==> src/design/rcpc_pkg.sv <==
// Shared types and constants for the RTCP compound datagram checker.
// No dependencies; imported by every module of the block.
package rcpc_pkg;

    localparam int unsigned MAX_PACKET_BYTES = 65535;

    localparam logic [7:0] PT_SR  = 8'd200;
    localparam logic [7:0] PT_RR  = 8'd201;
    localparam logic [7:0] PT_BYE = 8'd203;
    localparam logic [7:0] PT_APP = 8'd204;

    localparam logic [1:0] RTCP_VERSION = 2'd2;

    localparam int unsigned SR_BASE_BYTES = 28;
    localparam int unsigned RR_BASE_BYTES = 8;
    localparam int unsigned REPORT_WORDS  = 6;
    localparam int unsigned WORD_BYTES    = 4;

    localparam logic [1:0] ST_OK      = 2'd0;
    localparam logic [1:0] ST_NOTSUP  = 2'd1;
    localparam logic [1:0] ST_CORRUPT = 2'd2;

    // one input beat as held in the input register
    typedef struct packed {
        logic [7:0]  byte_value;
        logic [15:0] packet_bytes;
        logic        last_byte;
    } t_beat;

    // decision for one completed RTCP common header
    typedef struct packed {
        logic        notsup;
        logic        corrupt;
        logic        stop;
        logic        bye;
        logic        nho_load;
        logic [18:0] nho;
    } t_hdr_upd;

endpackage

==> src/design/rcpc_in_if.sv <==
// Input channel of the RTCP checker: one datagram byte per beat.
// No dependencies.
interface rcpc_in_if;
    logic        valid;
    logic        ready;
    logic [7:0]  byte_value;
    logic [15:0] packet_bytes;
    logic        last_byte;

    modport source (output valid, output byte_value, output packet_bytes,
                    output last_byte, input ready);
    modport sink   (input valid, input byte_value, input packet_bytes,
                    input last_byte, output ready);
endinterface

==> src/design/rcpc_out_if.sv <==
// Output channel of the RTCP checker: one verdict beat per datagram.
// No dependencies.
interface rcpc_out_if;
    logic       valid;
    logic       ready;
    logic [1:0] status;
    logic       is_bye;

    modport source (output valid, output status, output is_bye, input ready);
    modport sink   (input valid, input status, input is_bye, output ready);
endinterface

==> src/design/rtcp_compound_packet_check.sv <==
// RTCP compound datagram checker: takes one datagram byte per beat and
// returns one verdict (status, is_bye) per datagram, on its last byte.
// Depends on rcpc_pkg, rcpc_in_if, rcpc_out_if, rcpc_in_stage, rcpc_hdr_check.
//
// Accepts one byte every cycle with no gaps between datagrams, except where the stall
// below holds it. A byte passes the input register and is parsed from there against
// the running header walk; the verdict for a datagram is written to the output
// register when its last byte leaves the input register. A verdict waiting in the output
// register stalls input only when another last byte needs to be written.
// The per-byte header test is one 19-bit subtract and compare on the header offset.
module rtcp_compound_packet_check
    import rcpc_pkg::*;
(
    input  logic        i_clk,
    input  logic        i_rst_n,
    rcpc_in_if.sink     i_in,
    rcpc_out_if.source  o_out
);

    logic        w_in_valid;
    t_beat       w_beat;
    logic        w_take;
    t_hdr_upd    w_upd;

    logic [15:0] r_byte_offset, n_byte_offset;
    logic [18:0] r_nho, n_nho;
    logic [23:0] r_hdr_cap, n_hdr_cap;
    logic        r_first_done, n_first_done;
    logic [1:0]  r_verdict, n_verdict;
    logic        r_bye_seen, n_bye_seen;
    logic        r_walk_stopped, n_walk_stopped;

    logic        r_out_valid;
    logic [1:0]  r_status;
    logic        r_is_bye;

    logic [18:0] w_diff;
    logic        w_hdr_hit;
    logic        w_hdr_done;
    logic [18:0] p_nho;
    logic [23:0] p_hdr_cap;
    logic        p_first_done;
    logic [1:0]  p_verdict;
    logic        p_bye_seen;
    logic        p_walk_stopped;
    logic [1:0]  w_status;

    rcpc_in_stage u_in_stage (
        .i_clk   (i_clk),
        .i_rst_n (i_rst_n),
        .i_in    (i_in),
        .i_take  (w_take),
        .o_valid (w_in_valid),
        .o_beat  (w_beat)
    );

    rcpc_hdr_check u_hdr_check (
        .i_b0         (r_hdr_cap[23:16]),
        .i_b1         (r_hdr_cap[15:8]),
        .i_lenf       ({r_hdr_cap[7:0], w_beat.byte_value}),
        .i_tot        (w_beat.packet_bytes),
        .i_nho        (r_nho),
        .i_first_done (r_first_done),
        .o_upd        (w_upd)
    );

    // a last byte needs the output register free (or emptying this cycle)
    assign w_take = w_in_valid && (!w_beat.last_byte || !r_out_valid || o_out.ready);

    assign w_diff    = {3'b000, r_byte_offset} - r_nho;
    assign w_hdr_hit = (r_byte_offset < 16'(MAX_PACKET_BYTES)) && !r_walk_stopped &&
                       ({3'b000, r_byte_offset} >= r_nho) && (w_diff < 19'd4);
    assign w_hdr_done = w_hdr_hit && (w_diff[1:0] == 2'd3);

    // state after this byte's header work
    always_comb begin
        p_nho          = r_nho;
        p_hdr_cap      = r_hdr_cap;
        p_first_done   = r_first_done;
        p_verdict      = r_verdict;
        p_bye_seen     = r_bye_seen;
        p_walk_stopped = r_walk_stopped;
        if (w_hdr_hit && !w_hdr_done) begin
            p_hdr_cap = {r_hdr_cap[15:0], w_beat.byte_value};
        end
        if (w_hdr_done) begin
            p_first_done = 1'b1;
            if (w_upd.bye) begin
                p_bye_seen = 1'b1;
            end
            if (w_upd.stop) begin
                p_walk_stopped = 1'b1;
            end
            if (w_upd.nho_load) begin
                p_nho = w_upd.nho;
            end
            if (w_upd.notsup) begin
                p_verdict = ST_NOTSUP;
            end else if (w_upd.corrupt && r_verdict != ST_NOTSUP) begin
                p_verdict = ST_CORRUPT;
            end
        end
    end

    always_comb begin
        w_status = p_verdict;
        if (!p_first_done) begin
            w_status = ST_CORRUPT;
        end else if (w_status != ST_NOTSUP && p_nho != {3'b000, w_beat.packet_bytes}) begin
            w_status = ST_CORRUPT;
        end
        if (r_byte_offset >= 16'(MAX_PACKET_BYTES) ||
            {1'b0, r_byte_offset} + 17'd1 != {1'b0, w_beat.packet_bytes} ||
            {1'b0, w_beat.packet_bytes} > 17'(MAX_PACKET_BYTES)) begin
            w_status = ST_CORRUPT;
        end
    end

    always_comb begin
        n_byte_offset  = r_byte_offset;
        n_nho          = r_nho;
        n_hdr_cap      = r_hdr_cap;
        n_first_done   = r_first_done;
        n_verdict      = r_verdict;
        n_bye_seen     = r_bye_seen;
        n_walk_stopped = r_walk_stopped;
        if (w_take) begin
            if (w_beat.last_byte) begin
                // datagram done: back to the idle parse state
                n_byte_offset  = '0;
                n_nho          = '0;
                n_hdr_cap      = '0;
                n_first_done   = 1'b0;
                n_verdict      = ST_OK;
                n_bye_seen     = 1'b0;
                n_walk_stopped = 1'b0;
            end else begin
                n_nho          = p_nho;
                n_hdr_cap      = p_hdr_cap;
                n_first_done   = p_first_done;
                n_verdict      = p_verdict;
                n_bye_seen     = p_bye_seen;
                n_walk_stopped = p_walk_stopped;
                if (r_byte_offset < 16'(MAX_PACKET_BYTES)) begin
                    n_byte_offset = r_byte_offset + 16'd1;
                end
            end
        end
    end

    always_ff @(posedge i_clk) begin
        if (!i_rst_n) begin
            r_byte_offset  <= '0;
            r_nho          <= '0;
            r_hdr_cap      <= '0;
            r_first_done   <= 1'b0;
            r_verdict      <= ST_OK;
            r_bye_seen     <= 1'b0;
            r_walk_stopped <= 1'b0;
        end else begin
            r_byte_offset  <= n_byte_offset;
            r_nho          <= n_nho;
            r_hdr_cap      <= n_hdr_cap;
            r_first_done   <= n_first_done;
            r_verdict      <= n_verdict;
            r_bye_seen     <= n_bye_seen;
            r_walk_stopped <= n_walk_stopped;
        end
    end

    always_ff @(posedge i_clk) begin
        if (!i_rst_n) begin
            r_out_valid <= 1'b0;
        end else if (w_take && w_beat.last_byte) begin
            r_out_valid <= 1'b1;
        end else if (o_out.ready) begin
            r_out_valid <= 1'b0;
        end
    end

    always_ff @(posedge i_clk) begin
        if (w_take && w_beat.last_byte) begin
            r_status <= w_status;
            r_is_bye <= p_bye_seen;
        end
    end

    assign o_out.valid  = r_out_valid;
    assign o_out.status = r_status;
    assign o_out.is_bye = r_is_bye;

    a_verdict_only_after_last: assert property (@(posedge i_clk) disable iff (!i_rst_n)
        $rose(r_out_valid) |-> $past(w_take && w_beat.last_byte))
        else $error("verdict raised without a last byte");

    a_state_cleared_after_last: assert property (@(posedge i_clk) disable iff (!i_rst_n)
        (w_take && w_beat.last_byte) |=>
        (r_byte_offset == '0 && r_nho == '0 && !r_first_done && r_verdict == ST_OK &&
         !r_bye_seen && !r_walk_stopped))
        else $error("parse state not cleared after datagram end");

    a_notsup_stops_walk: assert property (@(posedge i_clk) disable iff (!i_rst_n)
        (r_verdict == ST_NOTSUP) |-> (r_walk_stopped && r_first_done))
        else $error("unsupported version without walk stop");

    a_no_overwrite: assert property (@(posedge i_clk) disable iff (!i_rst_n)
        (r_out_valid && !o_out.ready) |=> (r_out_valid && $stable(r_status)))
        else $error("pending verdict lost");

endmodule

==> src/design/rcpc_in_stage.sv <==
// Input register of the RTCP checker; holds one byte beat for the parser.
// Depends on rcpc_pkg and rcpc_in_if.
module rcpc_in_stage
    import rcpc_pkg::*;
(
    input  logic        i_clk,
    input  logic        i_rst_n,
    rcpc_in_if.sink     i_in,
    input  logic        i_take,
    output logic        o_valid,
    output t_beat       o_beat
);

    logic  r_valid;
    t_beat r_beat;

    // a new beat may enter when the register is empty or the held one leaves this cycle
    assign i_in.ready = !r_valid || i_take;

    always_ff @(posedge i_clk) begin
        if (!i_rst_n) begin
            r_valid <= 1'b0;
        end else if (i_in.ready) begin
            r_valid <= i_in.valid;
        end
    end

    always_ff @(posedge i_clk) begin
        if (i_in.ready && i_in.valid) begin
            r_beat.byte_value   <= i_in.byte_value;
            r_beat.packet_bytes <= i_in.packet_bytes;
            r_beat.last_byte    <= i_in.last_byte;
        end
    end

    assign o_valid = r_valid;
    assign o_beat  = r_beat;

endmodule

==> src/design/rcpc_hdr_check.sv <==
// Evaluates one completed RTCP common header (first or following packet).
// Depends on rcpc_pkg.
module rcpc_hdr_check
    import rcpc_pkg::*;
(
    input  logic [7:0]  i_b0,
    input  logic [7:0]  i_b1,
    input  logic [15:0] i_lenf,
    input  logic [15:0] i_tot,
    input  logic [18:0] i_nho,
    input  logic        i_first_done,
    output t_hdr_upd    o_upd
);

    logic [1:0]  w_ver;
    logic        w_pad;
    logic [4:0]  w_cnt;
    logic [18:0] w_bytes;
    logic [18:0] w_tot;
    logic [9:0]  w_rpt;
    logic [18:0] w_sum;

    assign w_ver   = i_b0[7:6];
    assign w_pad   = i_b0[5];
    assign w_cnt   = i_b0[4:0];
    // (length + 1) words, in bytes
    assign w_bytes = {({1'b0, i_lenf} + 17'd1), 2'b00};
    assign w_tot   = {3'b000, i_tot};
    assign w_rpt   = 10'(w_cnt) * 10'(REPORT_WORDS * WORD_BYTES);
    assign w_sum   = i_nho + w_bytes;

    always_comb begin
        o_upd = '0;
        o_upd.nho = w_bytes;
        if (!i_first_done) begin
            o_upd.bye = (i_b1 == PT_BYE);
            if (w_ver != RTCP_VERSION) begin
                o_upd.notsup = 1'b1;
                o_upd.stop   = 1'b1;
            end else begin
                o_upd.nho_load = 1'b1;
                if (w_bytes < w_tot) begin
                    // compound: leading SR/RR with exact report block size and no padding
                    if (i_b1 != PT_SR && i_b1 != PT_RR) begin
                        o_upd.corrupt = 1'b1;
                    end
                    if (i_b1 == PT_SR &&
                        w_bytes != 19'(SR_BASE_BYTES) + 19'(w_rpt)) begin
                        o_upd.corrupt = 1'b1;
                    end
                    if (i_b1 == PT_RR &&
                        w_bytes != 19'(RR_BASE_BYTES) + 19'(w_rpt)) begin
                        o_upd.corrupt = 1'b1;
                    end
                    if (w_pad) begin
                        o_upd.corrupt = 1'b1;
                        o_upd.stop    = 1'b1;
                    end
                end else begin
                    if (w_bytes > w_tot || i_b1 != PT_APP) begin
                        o_upd.corrupt = 1'b1;
                    end
                    o_upd.stop = 1'b1;
                end
            end
        end else begin
            o_upd.nho = w_sum;
            if ({3'b000, i_lenf} > i_nho) begin
                o_upd.corrupt = 1'b1;
            end
            if (w_ver != RTCP_VERSION) begin
                o_upd.corrupt = 1'b1;
                o_upd.stop    = 1'b1;
            end else if (i_b1 == PT_BYE && i_lenf < 16'(w_cnt)) begin
                o_upd.bye     = 1'b1;
                o_upd.corrupt = 1'b1;
                o_upd.stop    = 1'b1;
            end else begin
                o_upd.bye      = (i_b1 == PT_BYE);
                o_upd.nho_load = 1'b1;
                if (w_sum >= w_tot) begin
                    o_upd.stop = 1'b1;
                end
            end
        end
    end

endmodule

==> src/flat_wrapper.sv <==
// flat-port wrapper written by rule: the top's interface ports become plain ports
module rtcp_compound_packet_check_flat import rcpc_pkg::*;
  (i_clk, i_rst_n, i_in_valid, i_in_byte_value, i_in_packet_bytes, i_in_last_byte, i_in_ready, o_out_valid, o_out_status, o_out_is_bye, o_out_ready);
  rcpc_in_if i_in_i ();
  rcpc_out_if o_out_i ();
  input  logic i_clk;
  input  logic i_rst_n;
  input wire logic [$bits(i_in_i.valid)-1:0] i_in_valid;
  input wire logic [$bits(i_in_i.byte_value)-1:0] i_in_byte_value;
  input wire logic [$bits(i_in_i.packet_bytes)-1:0] i_in_packet_bytes;
  input wire logic [$bits(i_in_i.last_byte)-1:0] i_in_last_byte;
  output wire logic [$bits(i_in_i.ready)-1:0] i_in_ready;
  output wire logic [$bits(o_out_i.valid)-1:0] o_out_valid;
  output wire logic [$bits(o_out_i.status)-1:0] o_out_status;
  output wire logic [$bits(o_out_i.is_bye)-1:0] o_out_is_bye;
  input wire logic [$bits(o_out_i.ready)-1:0] o_out_ready;
  assign i_in_i.valid = i_in_valid;
  assign i_in_i.byte_value = i_in_byte_value;
  assign i_in_i.packet_bytes = i_in_packet_bytes;
  assign i_in_i.last_byte = i_in_last_byte;
  assign i_in_ready = i_in_i.ready;
  assign o_out_valid = o_out_i.valid;
  assign o_out_status = o_out_i.status;
  assign o_out_is_bye = o_out_i.is_bye;
  assign o_out_i.ready = o_out_ready;
  rtcp_compound_packet_check u_core (.i_clk(i_clk), .i_rst_n(i_rst_n), .i_in(i_in_i), .o_out(o_out_i));
endmodule
==> config.mk <==
export PLATFORM = sky130hd
export DESIGN_NAME = rtcp_compound_packet_check_flat
export DESIGN_NICKNAME = d
export VERILOG_FILES = /design/src/design/rcpc_pkg.sv /design/src/design/rcpc_in_if.sv /design/src/design/rcpc_out_if.sv /design/src/design/rtcp_compound_packet_check.sv /design/src/design/rcpc_in_stage.sv /design/src/design/rcpc_hdr_check.sv /design/src/flat_wrapper.sv
export SDC_FILE = /design/constraint.sdc
export NUM_CORES = 1
export LEC_CHECK = 0
export BUFFER_PORTS_ARGS = -buffer_cell sky130_fd_sc_hd__buf_4
export CELL_PAD_IN_SITES_DETAIL_PLACEMENT = 0
export CELL_PAD_IN_SITES_GLOBAL_PLACEMENT = 2
export CORE_MARGIN = 10
export CORE_UTILIZATION = 40
export CTS_BUF_LIST = sky130_fd_sc_hd__clkbuf_4
export DETAILED_ROUTE_END_ITERATION = 12
export GPL_TIMING_DRIVEN = 0
export PLACE_DENSITY = 0.92
export SETUP_SLACK_MARGIN = 0.3
export SLEW_MARGIN = 0
export SYNTH_ARGS = -nofsm -noshare
export SYNTH_HDL_FRONTEND = slang
export SYNTH_SLANG_ARGS = --single-unit
==> constraint.sdc <==
create_clock -name i_clk -period 6 [get_ports i_clk]
set_input_delay 0 -clock i_clk [delete_from_list [all_inputs] [get_ports i_clk]]
set_output_delay 0 -clock i_clk [all_outputs]
set_load 0.05 [all_outputs]
==> out/qor.yml <==
wirelength_mm: 31.1
p_total_uw: 1350
final-setup-viol-count: 0
hold_class: "primary input to flip-flop"
setup_tns_ns: 0
routabilityCongestion: 0.948
syn_nets: 1235
synth_cells: 1112
worstPathCellList: "inv_1 -> ha_1 -> buf_2 -> nand2_1 -> o31ai_2 -> or4b_1 -> a311oi_1 -> a21bo_2 -> a2111oi_4 -> and3_1 -> buf_6 -> buf_12 -> nand2_2 -> a32o_1 -> or4_4 -> o41ai_2 -> o21ai_1"
cts_tree: "yes"
synth_top_area_cell: "dfxtp_1"
via_count: 8737
critical-path-slowest-cell: "a2111oi_4"
drcViolationCount: 0
cts_buffer_depth: 2
row_count: 54
place_hpwl_mm: 24.5
rsz0062_at_grt: "false"
layout_common_cells: "91 x ha_1, 78 x nand2_1, 74 x inv_1, 74 x nor2_1, 71 x a21oi_1"
grt_pass1_vias: 8177
die_h_um: 169
stdcell_count: 1479
fmax_mhz: 185
drive_above_1_share: 0.0785
grt_usage: 0.213
finalCritPeriodShare: 0.900
placedCellCount: 1425
synth_enable_flop_cells: 28
mostFrequentLayoutCell: "ha_1"
finClkSkew_ns: 0.0385
fin_nets: 1316
reg2reg_setup_slack_ns: 0.60
die-area_um2: 28600
place.port_buffers: 33
avgViaCountPerCell: 5.91
cts.sinks: 94
synth_ff_type: "dfxtp_1"
grt_pass1_wl_mm: 47.9
cts_made_buffers: 9
cts-root-buf: "clkbuf_4"
clkLatencyLatePin_ns: 0.51
netlist_area_um2: 8880
multi_input_area_um2: 6330
cp-start-kind: "flip-flop"
outcome: "finished, final reports clean"
fillers: 2252
path_max_fanout: 10
crit_family: "compound AO/OA/AOI/OAI gates"
core_region_area_um2: 21800
dr.pass1.iters: 6
antenna_left: 0
maxCapViolations: 0
async_reset_ff_frac: 0
worstPathArrival_ns: 5.63
power_density_nw_per_um2: 135
yosysUniqueCellTypes: 75
leakagePower_uw: 0.00408
start_util: 0.407
yosysSeqAreaShare: 0.243
synth.top_cell.area_share: 0.149
path_class: "flip-flop to flip-flop"
dpl_cell_area_um2: 9500
wire_per_inst_um: 21.1
clk_pin_slew_ns: 0.17
ios: 34
ir_worst_vdd_mv: 0.112
drt_iter0_drc: 979
grt_max_degree: 26
die_w_um: 169
syn_to_final_growth_pct: 13.1
period_minus_slack_ns: 5.40
ys_warn_count: 0
critical_path_required_ns: 6.23
tightest_slew_ns: 1.10
seqCellArea_um2: 2160
drv_slew: 0
syn_area_per_cell_um2: 7.99
relSlewSlack: 0.265
gr-total-overflow: 0
final_area_um2: 10000
critPathBufInv: 4
hold_slack_ns: 0.206
antenna_found_initial: 1
ys_top_cells_by_area: "dfxtp_1 15%, ha_1 13%, edfxtp_1 9.5%, xnor2_1 5.6%, a21oi_1 4.0%"
end_kind: "flip-flop"
finalHoldViolations: 0
cts_max_level: 3
synth-seq-cells: 94
max_stage_delay_ns: 0.59
## metal layers
| layer | up-vias | wire (um) | track usage |
|---|---|---|---|
| li1 | 4240 | - | - |
| met3 | 36 | 2490 | 0.0368 |
| met5 | - | 0 | 0 |
| met4 | 0 | 486 | 0.0432 |
| met1 | 4107 | 14400 | 0.303 |
| met2 | 354 | 13800 | 0.328 |
## final timing paths
path                                             from                      endpoint  cells after the start
worst min register to register  u_core.r_walk_stopped         u_core.r_walk_stopped                      2
worst max-delay path                 u_core.r_nho[15]        u_core.o_out.status[1]                     17
worst max register to register       u_core.r_nho[15]        u_core.o_out.status[1]                     17
worst min-delay path               i_in_byte_value[0]  u_core.u_in_stage.o_beat[17]                      2
## synthesized netlist by cell type (15+ instances only)
| library cell | instances |
|---|---|
| or3_1 | 15 |
| inv_1 | 74 |
| a22oi_1 | 32 |
| edfxtp_1 | 28 |
| nand2_1 | 78 |
| mux2i_1 | 16 |
| nand4_1 | 18 |
| nor4_1 | 16 |
| nor3_1 | 27 |
| clkbuf_1 | 31 |
| ha_1 | 91 |
| dfxtp_1 | 66 |
| a21oi_1 | 71 |
| xnor2_1 | 57 |
| a21o_1 | 24 |
| nor2b_1 | 52 |
| and2_1 | 18 |
| nor2_1 | 74 |
| xor2_1 | 24 |
| o21ai_0 | 63 |
| nand3_1 | 47 |
## repair_timing
| item | CTS | global route |
|---|---|---|
| setup endpoints to repair | 0 | 3 |
| resized for setup | 0 | 8 |
| endpoints found under the hold margin | 32 | 0 |
| setup buffers | 0 | 8 |
| hold buffers | 29 | 0 |
## worst reg2reg max path: cells and delay by family, from the launching register on
family / cells / cell delay (ns)
AOI/OAI and AO/OA: 7 / 2.28
buffers and inverters: 4 / 0.62
and+or+nand+nor: 5 / 1.41
adders and majority gates: 1 / 0.30
DFF: 1 / 0.53
## registers in the layout (all words and copies together), names as in the netlist
name / count
u_core.o_out.is_bye: 1
u_core.o_out.status: 2
u_core.o_out.valid: 1
u_core.r_bye_seen: 1
u_core.r_byte_offset: 16
u_core.r_first_done: 1
u_core.r_hdr_cap: 24
u_core.r_nho: 19
u_core.r_verdict: 2
u_core.r_walk_stopped: 1
u_core.u_in_stage.o_beat: 25
u_core.u_in_stage.o_valid: 1
## area by class of cell
cell class                 count  area share
tap                          280      0.0349
sequential                    94       0.215
buffer                        37      0.0166
clock inverter                 7     0.00872
antenna                        1    0.000249
inverter                      74      0.0277
multi-input combinational    907       0.630
timing repair buffer          70      0.0595
clock buffer                   9     0.00673
## cell families after synthesis
kind of cell               share of synthesized area
adders and majority gates                      0.135
muxes                                         0.0256
and+or+nand+nor                                0.239
buffers and inverters                         0.0499
xor gates and xnor gates                      0.0799
AOI/OAI and AO/OA                              0.227
DFF                                            0.243
## stage by stage
| stage | utilization | worst slack, ns |
|---|---|---|
| 2_1_floorplan | - | 1.54 |
| 3_3_place_gp | 0.434 | 0.385 |
| 3_5_place_dp | 0.435 | 0.435 |
| 4_1_cts | 0.456 | 0.345 |
| 5_1_grt | 0.460 | 0.324 |
| 6_report | 0.460 | 0.602 |
## power breakdown
| part | internal, uW | leakage, uW | switching (uW) | total (uW) |
|---|---|---|---|---|
| Combinational | 108 | 0.00319 | 142 | 250 |
| Clock | 137 | 0.0000849 | 266 | 403 |
| Sequential | 669 | 0.000802 | 29.2 | 698 |
| Total | 915 | 0.00408 | 437 | 1350 |
Note: power is estimated with default switching activity, not from simulation.
